==> src/rtl/assert_macros.svh <==
// assertion macros shared by the rtl of the feature admission block
// depends on nothing; included by files that carry concurrent assertions
`ifndef ASSERT_MACROS_SVH
`define ASSERT_MACROS_SVH
`ifndef SYNTHESIS
// property that must hold at every clock edge outside reset
`define GBFA_ASSERT(lbl, clk, rst, prop) \
   lbl: assert property (@(posedge clk) disable iff (rst) (prop)) else $error("assertion failed");
// same-cycle implication
`define GBFA_IMPLY(lbl, clk, rst, ante, cons) \
   lbl: assert property (@(posedge clk) disable iff (rst) (ante) |-> (cons)) else $error("implication failed");
`else
`define GBFA_ASSERT(lbl, clk, rst, prop)
`define GBFA_IMPLY(lbl, clk, rst, ante, cons)
`endif
`endif

==> src/rtl/gbfa_pkg.sv <==
// types, codes and default sizes of the grid bucketed feature admission block
// depends on nothing; imported by the divider and the top level
package gbfa_pkg;

   localparam int MAX_BLOCKS_DEF     = 256;
   localparam int BLOCK_CAPACITY_DEF = 16;

   localparam int COORD_W = 16;
   localparam int GRID_W  = 9;
   localparam int LIMIT_W = 5;
   localparam int COUNT_W = 13;
   localparam int BIDX_W  = 8;

   localparam logic [COUNT_W-1:0] COUNT_MAX = {COUNT_W{1'b1}};

   typedef enum logic [1:0] {
      KIND_CLEAR = 2'd0,
      KIND_REF   = 2'd1,
      KIND_CAND  = 2'd2,
      KIND_NONE  = 2'd3
   } kind_type;

   typedef enum logic [2:0] {
      ST_CLEARED    = 3'd0,
      ST_REF_STORED = 3'd1,
      ST_REF_FULL   = 3'd2,
      ST_ACCEPTED   = 3'd3,
      ST_OUTSIDE    = 3'd4,
      ST_NEAR_EDGE  = 3'd5,
      ST_BLOCK_FULL = 3'd6,
      ST_TOO_CLOSE  = 3'd7
   } status_type;

   typedef enum logic [2:0] {
      CSR_BLOCK_WIDTH  = 3'd0,
      CSR_BLOCK_HEIGHT = 3'd1,
      CSR_GRID_COLUMNS = 3'd2,
      CSR_GRID_ROWS    = 3'd3,
      CSR_ORIGIN_X     = 3'd4,
      CSR_ORIGIN_Y     = 3'd5,
      CSR_MIN_SPACING  = 3'd6,
      CSR_OCC_LIMIT    = 3'd7
   } csr_index_type;

endpackage

==> src/rtl/gbfa_div.sv <==
// restoring unsigned divider, one quotient bit per cycle
// depends on gbfa_pkg for the coordinate width
module gbfa_div import gbfa_pkg::*; (
   input  logic               clock,
   input  logic               reset,
   input  logic               start,
   input  logic [COORD_W-1:0] dividend,
   input  logic [COORD_W-1:0] divisor,
   output logic               done,
   output logic [COORD_W-1:0] quotient
);

   localparam int CNT_W = $clog2(COORD_W + 1);

   logic [COORD_W:0]   rem_ff;
   logic [COORD_W-1:0] quo_ff;
   logic [COORD_W-1:0] dvs_ff;
   logic [CNT_W-1:0]   cnt_ff;
   logic               busy_ff;
   logic               done_ff;
   logic [COORD_W:0]   rem_sh;
   logic               take;

   // trial subtraction of the shifted remainder
   always_comb begin
      rem_sh = {rem_ff[COORD_W-1:0], quo_ff[COORD_W-1]};
      take   = rem_sh >= {1'b0, dvs_ff};
   end

   always_ff @(posedge clock) begin
      if (reset) begin
         busy_ff <= 1'b0;
         done_ff <= 1'b0;
         cnt_ff  <= '0;
      end else begin
         done_ff <= 1'b0;
         if (start) begin
            busy_ff <= 1'b1;
            cnt_ff  <= CNT_W'(COORD_W);
            rem_ff  <= '0;
            quo_ff  <= dividend;
            dvs_ff  <= divisor;
         end else if (busy_ff) begin
            rem_ff <= take ? rem_sh - {1'b0, dvs_ff} : rem_sh;
            quo_ff <= {quo_ff[COORD_W-2:0], take};
            cnt_ff <= cnt_ff - 1'b1;
            if (cnt_ff == CNT_W'(1)) begin
               busy_ff <= 1'b0;
               done_ff <= 1'b1;
            end
         end
      end
   end

   assign done     = done_ff;
   assign quotient = quo_ff;

endmodule

==> config.mk <==
export PLATFORM = sky130hd
export DESIGN_NAME = gbfa_div
export DESIGN_NICKNAME = d
export VERILOG_FILES = /design/src/rtl/assert_macros.svh /design/src/rtl/gbfa_pkg.sv /design/src/rtl/gbfa_div.sv
export SDC_FILE = /design/constraint.sdc
export NUM_CORES = 1
export LEC_CHECK = 0
export ABC_AREA = 1
export BUFFER_PORTS_ARGS = -buffer_cell sky130_fd_sc_hd__buf_4
export CORE_ASPECT_RATIO = 0.6
export CORE_MARGIN = 4
export CORE_UTILIZATION = 57
export DETAILED_ROUTE_END_ITERATION = 7
export PLACE_DENSITY = 0.77
export SLEW_MARGIN = 40
export SYNTH_ARGS = -nofsm -noshare
export SYNTH_HDL_FRONTEND = slang
export SYNTH_SLANG_ARGS = --single-unit
==> constraint.sdc <==
create_clock -name clock -period 4.3 [get_ports clock]
set_input_delay 0.645 -clock clock [delete_from_list [all_inputs] [get_ports clock]]
set_output_delay 0.645 -clock clock [all_outputs]
set_load 0.01 [all_outputs]
# After elaboration in Yosys (flattened, before gate mapping)
# Cells that the tools add are included.
[word_totals]
reg_bits = 55
wordCells = 28
[classes]
n_addsub = 2
order_cmp = 1
n_eq_ne = 1
n_mux = 10
bitwise_logic = 2
reduce_logical = 5
[op_table]
columns = ["operator", "count"]
rows = [
  ["2-to-1 mux 16 bit", 4],
  [">= comparator 17 x 16 -> 1 bit", 1],
  ["subtractor 16 bit", 1],
  ["2-to-1 mux 5 bit", 2],
  ["== test 5 x 1 -> 1 bit, second input constant", 1],
  ["subtractor 5 x 1 -> 5 bit, second input constant", 1],
  ["2-to-1 mux 1 bit", 4],
  ["AND reduction 2 bit", 2],
  ["OR reduction 3 bit", 1],
  ["inverter 1 bit", 2],
  ["nonzero test 2 bit", 1],
  ["OR reduction 2 bit", 1],
]

# Logic depth before layout (Yosys ltp)
# Gate-level depths: netlist of run 1.
[logic_depth]
depth_word = 4
mapped_depth = 14

# Worst setup path before layout of run 1
# Ideal clock, no wire load.
[synth_path]
path_type = "in2reg"
from = "input port start"
to = "register quo_ff[0] (netlist: quotient[0]) (enable)"
setup_time_ns = 0.468
arrival_time_ns = 3.365
required_ns = 3.832
path_slack_ns = 0.467
stages = 3
n_path_buf = 1
cell_sequence = "buf_2 clkinv_1 o21ai_0"
[synth_between]
elab_chain_len = 2
[synth_lines]
columns = ["element", "line", "source"]
rows = [
  ["start, declared", "gbfa_div.sv:6", "input logic start,"],
  ["nonzero test 2 bit (no source line)", "--", ""],
  ["AND reduction 2 bit (no source line)", "--", ""],
  ["end signal, assigned", "gbfa_div.sv:41", "quo_ff <= dividend;"],
  ["end signal, assigned", "gbfa_div.sv:45", "quo_ff <= {quo_ff[COORD_W-2:0], take};"],
  ["end, declared", "gbfa_div.sv:16", "logic [COORD_W-1:0] quo_ff;"],
]
# No other way between the ends.
# A chain may end at the register's enable or synchronous reset.

# Worst setup path after layout of run 1
[layout_path]
from = "register rem_ff[11]"
to = "register quo_ff[0] (netlist: quotient[0]) (data pin)"
[layout_between]
elab_chain_len = 3
[layout_lines]
columns = ["element", "line", "source"]
rows = [
  ["start, declared", "gbfa_div.sv:15", "logic [COORD_W:0] rem_ff;"],
  ["start signal, assigned", "gbfa_div.sv:44", "rem_ff <= take ? rem_sh - {1'b0, dvs_ff} : rem_sh;"],
  [">= comparator 17 x 16 -> 1 bit", "gbfa_div.sv:27", "take = rem_sh >= {1'b0, dvs_ff};"],
  ["2-to-1 mux 16 bit", "gbfa_div.sv:43", "end else if (busy_ff) begin"],
  ["2-to-1 mux 16 bit", "gbfa_div.sv:37", "if (start) begin"],
]
# No other way between the ends. The select of a mux whose other input is x is not followed.

==> results.md, run 1 <==
- RSZ-0062 raised after global routing: false
- Max VDD drop: 0.214 mV
- Number of global-route vias before repair: 2710
- Antenna-violating nets left: 0
- Post-CTS Setup Bufs: 0
- TritonCTS Sinks: 55
- H-tree depth: 2
- Mapped Cells: 444
- Post-cts resize count: 0
- WP buf/inv: 2
- CTS tree: yes
- Worst skew pair latency: 320 ps
- Share of layout cells above drive strength 1: 0.187
- Yosys reg bits: 55
- Non-filler cells, final: 578
- Synth Cell Area: 3480 sq um
- FMAX: 417 MHz
- Final Hold Viols: 0
- Slew @ Worst Pin: 664 ps
- Slew Limit Fails: 0
- Layout area overhead: 15.6%
- Top cell type's share of synthesized area: 0.415
- Relative slew slack: 0.557
- Crit path depth: 11
- Vias post-DR: 2947
- Number of diodes: 0
- Mapped Nets: 498
- Hpwl dp: 6.11 mm
- Skew final: 9.53 ps
- Number of port buffers: 51
- Routed length per instance: 13.7 um
- Synth warnings: 0
- Register area share after synthesis: 0.455
- Leak: 2.05 nW
- Hold_buf cts: 0
- Critical Path Sink Type: flop
- Initial Util: 0.607
- Die Y-Extent: 68.5 um
- Synth cell types: 32
- Outcome: completed
- Final worst slack: 1900 ps
- Largest net degree at the start of global routing: 32
- Maxcap violations: 0
- Most common cell on crit path: nand2_1
- Core area: 5730 sq um
- Final RePlAce weighted congestion: 0.965
- First-pass iteration count of the detailed router: 5
- Total Routed Length: 7.95 mm
- Crit Path Max Fanout: 13
- Ys flop type: edfxtp_1
- CP delay by family, top: simple AND/OR/NAND/NOR gates
- Min-delay worst type: reg -> reg
- I/O pins: 52
- Die area: 7450 sq um
- Yosys top cell by area: edfxtp_1
- Root Driver: clkbuf_8
- Initial antenna violation count: 0
- Worst slack, placed: 1920 ps
- Reg2Reg Depth: 11
- Clock slew at reported path FFs: 100 ps
- Inst Count DP: 570
- Slowest-stage cell, CP: edfxtp_1
- Global-route wire length before repair: 12.9 mm
- Fillers: 507
- Synth top cells by count: 152 x nand2_1, 65 x inv_1, 53 x nor2_1
- Avg Inst Size Synth: 7.83 sq um
- Total CTS buffers: 5
- Slowest Stage Delay on Critical Path: 440 ps
- Final Critical Period: 2400 ps
- CP Class: reg -> reg
- Asr flop ratio synth: 0
- Nets: 551
- Die Wd: 109 um
- Final period util: 0.557
- Hold Path Cell Cnt: 2
- Max Root-Sink Buffers: 2
- Row count: 21
- Number of enable flip-flop cells after synthesis: 48
- Pwr dens: 373 nW/um^2
- Crit path DAT: 2480 ps
- Sum Neg Setup Slack: 0 ps
- Fin Hold WS: 486 ps
- GRT Util Overall: 0.230
- Final count of negative-setup-slack endpoints: 0
- Worst Path Required: 4380 ps
- Synth top area cells: edfxtp_1 41%, nand2_1 16%, inv_1 7.0%
- Via/cell ratio: 5.10
- 1st-iter DRT viols: 190
- Worst path cell trace: ha_1 -> nand2_1 -> nand2_1 -> inv_1 -> nand2_1 -> nand2_1 -> nand2_1 -> nor2_4 -> nand2_4 -> inv_2 -> o21ai_0
- DRC violation count after routing: 0
- Worst setup SP type: flop
- Total grt overflow: 0
- Most frequent cell after synthesis: nand2_1
per-layer routing:
metal / vias up / global-route usage / share of wire
li1: 1493 / - / -
met1: 1325 / 0.334 / 0.49
met2: 115 / 0.326 / 0.40
met3: 14 / 0.0726 / 0.088
met4: 0 / 0.0693 / 0.013
met5: - / 0 / 0
stage by stage:
step	area [sq um]	utilization	total power, mW
2_1_floorplan	3480	-	1.06
3_3_place_gp	3920	0.685	1.18
3_5_place_dp	3920	0.685	1.20
4_1_cts	4020	0.701	1.49
5_1_grt	4020	0.701	1.60
6_report	4020	0.701	1.50
kinds of logic after synthesis:
logic type                 count (synthesis)  share of synthesized area
AOI/OAI and AO/OA                         15                     0.0245
and+or+nand+nor                          265                      0.333
xor gates and xnor gates                   7                     0.0176
DFF                                       55                      0.455
adders and majority gates                 19                     0.0706
buffers and inverters                     83                     0.0990
worst paths after layout:
kind,startpoint,to,slack (ps)
min reg2reg,cnt_ff[4]$_SDFFE_PP0N_,cnt_ff[4]$_SDFFE_PP0N_,490
min,cnt_ff[4]$_SDFFE_PP0N_,cnt_ff[4]$_SDFFE_PP0N_,490
max,rem_ff[11]$_SDFFCE_PP0P_,quotient[0]$_DFFE_PP_,1900
max reg2reg,rem_ff[11]$_SDFFCE_PP0P_,quotient[0]$_DFFE_PP_,1900
area by class of cell:
cell class,instances,area (sq um),area share
clock buffers,5,68.8,0.0171
clock inverters,3,23.8,0.00592
inverters,75,282,0.0701
multi-input cells,306,1560,0.387
flip-flops and latches,55,1580,0.394
well taps,80,100,0.0249
repair buffers,54,405,0.101
worst register-to-register path, cell delays in order, from the launching register on:
cell and delay (ps):
edfxtp_1 440, ha_1 400, nand2_1 100, nand2_1 100, inv_1 70, nand2_1 60, nand2_1 60, nand2_1 90
nor2_4 340, nand2_4 200, inv_2 200, o21ai_0 90
cells in the final DEF (no fill, tap or decap), types with 9 or more instances in the layout:
cell type	n
inv_1	65
a21oi_1	9
nor2_1	52
nand3b_1	10
edfxtp_1	48
inv_2	9
nand2_1	152
nand3_1	18
ha_1	18
nand2_2	11
buf_4	54
power breakdown:
group	switching, mW	internal, mW	leakage (nW)
sequential	0.0285	0.649	0.522
combinational	0.328	0.191	1.48
clock	0.184	0.118	0.0477
total	0.541	0.958	2.05
state kept, by name, summed over array words and instances, names as in the netlist:
name and flops:
dvs_ff 16, quotient 16, busy_ff 1, rem_ff 16, cnt_ff 5, done 1
(Power assumes the default switching activity.)
==> run 2, diff against run 1 <==
--- a/config.mk
+++ b/config.mk
@@ -5,11 +5,11 @@
 export SDC_FILE = /design/constraint.sdc
 export NUM_CORES = 1
 export LEC_CHECK = 0
-export ABC_AREA = 1
+export ABC_AREA = 0
 export BUFFER_PORTS_ARGS = -buffer_cell sky130_fd_sc_hd__buf_4
 export CORE_ASPECT_RATIO = 0.6
 export CORE_MARGIN = 4
-export CORE_UTILIZATION = 57
+export CORE_UTILIZATION = 56
 export DETAILED_ROUTE_END_ITERATION = 7
 export PLACE_DENSITY = 0.77
 export SLEW_MARGIN = 40
==> constraint.sdc (replaced) <==
create_clock -name clock -period 2.4 [get_ports clock]
set_input_delay 0.36 -clock clock [delete_from_list [all_inputs] [get_ports clock]]
set_output_delay 0.36 -clock clock [all_outputs]
set_load 0.01 [all_outputs]
==> results.md, run 2 <==
- Initial antenna violation count: 0 (unchanged)
- Reg2Reg Launch Point: rem_ff[9]$_SDFFCE_PP0P_
- Synth warnings: 0 (unchanged)
- Hpwl dp: 4.40 mm (-28%)
- Die Y-Extent: 65.1 um (-5.0%)
- Hold_buf cts: 0 (unchanged)
- Mapped Nets: 307 (-38%)
- Pwr dens: 655 nW/um^2 (+75%)
- Layout area overhead: 24.7%
- Reg2reg setup slack: 110 ps (-1790 ps)
- Routed length per instance: 17.1 um (+24%)
- Die Wd: 103 um (-5.2%)
- Outcome: completed
- Number of enable flip-flop cells after synthesis: 48 (unchanged)
- Max VDD drop: 0.484 mV (+130%)
- Ys flop type: edfxtp_1
- Number of diodes: 0 (unchanged)
- TritonCTS Sinks: 55 (unchanged)
- Synth Cell Area: 3040 sq um (-13%)
- Worst skew pair latency: 330 ps (about the same)
- Most frequent cell after synthesis: edfxtp_1
- Fillers: 370 (-27%)
- Clock slew at reported path FFs: 110 ps (about the same)
- Final count of negative-setup-slack endpoints: 0 (unchanged)
- GRT Util Overall: 0.201 (-0.0282)
- Busiest grt layer: met2
- Final Hold Viols: 0 (unchanged)
- GR Util met3: 0.0677 (-0.00483)
- 1st-iter DRT viols: 151 (-21%)
- Max Root-Sink Buffers: 2 (unchanged)
- Largest net degree at the start of global routing: 38 (+19%)
- Total CTS buffers: 5 (unchanged)
- Yosys reg bits: 55 (unchanged)
- Via/cell ratio: 5.62 (+10%)
- Endpoint, Worst Hold: dvs_ff[13]$_DFFE_PP_
- CP Class: reg -> reg
- Row count: 20 (-4.8%)
- Maxcap violations: 0 (unchanged)
- Nets: 371 (-33%)
- Min-delay worst type: in -> reg
- Global-route wire length before repair: 10.2 mm (-21%)
- Slew Limit Fails: 0 (unchanged)
- I/O pins: 52 (unchanged)
- Number of global-route vias before repair: 2062 (-24%)
- Synth top cells by count: 48 x edfxtp_1, 26 x nor2_1, 20 x inv_1
- Asr flop ratio synth: 0 (unchanged)
- Final RePlAce weighted congestion: 0.873 (-9.5%)
- Total Routed Length: 6.57 mm (-17%)
- Die area: 6710 sq um (-10%)
- Slew @ Worst Pin: 478 ps (-186 ps)
- Final Critical Period: 2290 ps (-107 ps)
- Crit Path Max Fanout: 6 (-7)
- Synth cell types: 43 (+34%)
- Hold Path Cell Cnt: 1 (-1)
- Yosys top cell by area: edfxtp_1
- Number of port buffers: 51 (unchanged)
- Met1 GRT Util: 0.294 (-0.0403)
- FMAX: 437 MHz (+4.7%)
- H-tree depth: 2 (unchanged)
- Leak: 1.62 nW (-21%)
- Crit path DAT: 2360 ps (-120 ps)
- Total power: 2.48 mW (+66%)
- Worst Hold Launch: divisor[13]
- Antenna-violating nets left: 0 (unchanged)
- Register area share after synthesis: 0.520 (+0.0654)
- CTS tree: yes
- Avg Inst Size Synth: 12.0 sq um (+53%)
- DRC violation count after routing: 0 (unchanged)
- Top cell type's share of synthesized area: 0.474 (+0.0596)
- Worst setup SP type: flop
- Core area: 5150 sq um (-10%)
- Share of layout cells above drive strength 1: 0.346 (+0.159)
- Synth top area cells: edfxtp_1 47%, ha_1 7.4%, mux2_2 5.6%
- Reg2Reg Depth: 9 (-2)
- Relative slew slack: 0.677 (+0.119)
- Commonest non-fill, non-tap cells in the layout: 60 x buf_4, 48 x edfxtp_1, 24 x nor2_1, 20 x inv_1, 15 x mux2_2
- Total grt overflow: 0 (unchanged)
- Skew final: 11.5 ps (+1.95 ps)
- Vias post-DR: 2157 (-27%)
- Initial Util: 0.590 (-0.0173)
- Mapped Cells: 253 (-43%)
- Worst r2r dst: rem_ff[2]$_SDFFCE_PP0P_
- Final period util: 0.954 (+0.396)
- Critical Path Sink Type: flop
- Root Driver: clkbuf_8
- First-pass iteration count of the detailed router: 4 (-1)
- Most common cell after layout, fill and taps aside: buf_4
- Core Util, Final: 0.735 (+0.0340)
- Met2 Track Usage GR: 0.295 (-0.0314)
- Worst Path Required: 2470 ps (-1910 ps)
[run 2: worst max-delay path by stage]
stage | from | depth (start not counted) | slack, ps | endpoint
3_5_place_dp | quotient[15]$_DFFE_PP_ | 10 | 20 | rem_ff[10]$_SDFFCE_PP0P_
4_1_cts | quotient[15]$_DFFE_PP_ | 10 | 10 | rem_ff[10]$_SDFFCE_PP0P_
2_1_floorplan | quotient[15]$_DFFE_PP_ | 10 | 170 | rem_ff[10]$_SDFFCE_PP0P_
3_3_place_gp | quotient[15]$_DFFE_PP_ | 10 | 70 | rem_ff[14]$_SDFFCE_PP0P_
5_1_grt | rem_ff[9]$_SDFFCE_PP0P_ | 9 | -30 | rem_ff[4]$_SDFFCE_PP0P_
6_report | rem_ff[9]$_SDFFCE_PP0P_ | 9 | 110 | rem_ff[2]$_SDFFCE_PP0P_
[run 2: logic make-up (layout without fill, tap and decap cells)]
family / count (synthesis) / in the layout / synth area share
DFF: 55 / 55 / 0.520
buffers and inverters: 27 / 90 / 0.0387
adders and majority gates: 19 / 19 / 0.0807
xor gates and xnor gates: 16 / 16 / 0.0461
and+or+nand+nor: 62 / 64 / 0.101
AOI/OAI and AO/OA: 46 / 46 / 0.113
muxes: 28 / 28 / 0.100
[run 2: power by group]
part	leakage [nW]	internal, mW	switching [mW]
combinational	1.06	0.372	0.392
clock	0.0461	0.212	0.325
sequential	0.516	1.14	0.0437
total	1.62	1.72	0.761
[run 2: per-stage QoR]
step / setup slack, ps / instance area [sq um] / instances / hold slack, ps / setup TNS [ps]
after floorplan: 171 / 3040 / 253 / 459 / 0
after global placement: 68.8 / 3520 / 371 / 496 / 0
after detailed placement: 18.4 / 3520 / 371 / 525 / 0
after CTS: 9.93 / 3620 / 379 / 205 / 0
after global routing: -33.8 / 3790 / 384 / 181 / -139
final: 111 / 3790 / 384 / 202 / 0
[run 2: timing repair]
action                                  4_1_cts  5_1_grt
gates cloned                                  0        2
resized for setup                             1       17
pin swaps                                     0        3
endpoints found under the setup margin        2       17
setup buffers                                 0        3
[run 2: layout make-up]
class	instances	area (sq um)	area share
clock inverters	2	15.0	0.00396
well taps	66	82.6	0.0218
clock buffers	6	72.6	0.0191
inverters	20	75.1	0.0198
multi-input cells	173	1470	0.389
repair buffers	62	490	0.129
flip-flops and latches	55	1580	0.417
[run 2: per-layer routing]
metal,vias up,routed length (um)
li1,1050,-
met1,1052,3180
met2,49,3030
met3,6,303
met4,0,46
met5,-,0
[run 2: worst max-delay path, stage by stage (launching register included)]
cell	delay, ps
edfxtp_1	440
ha_4	290
a211oi_1	260
nor2_1	100
a31o_4	240
a22oi_4	200
buf_4	180
nand2_8	80
mux2i_1	180
nor2_1	60
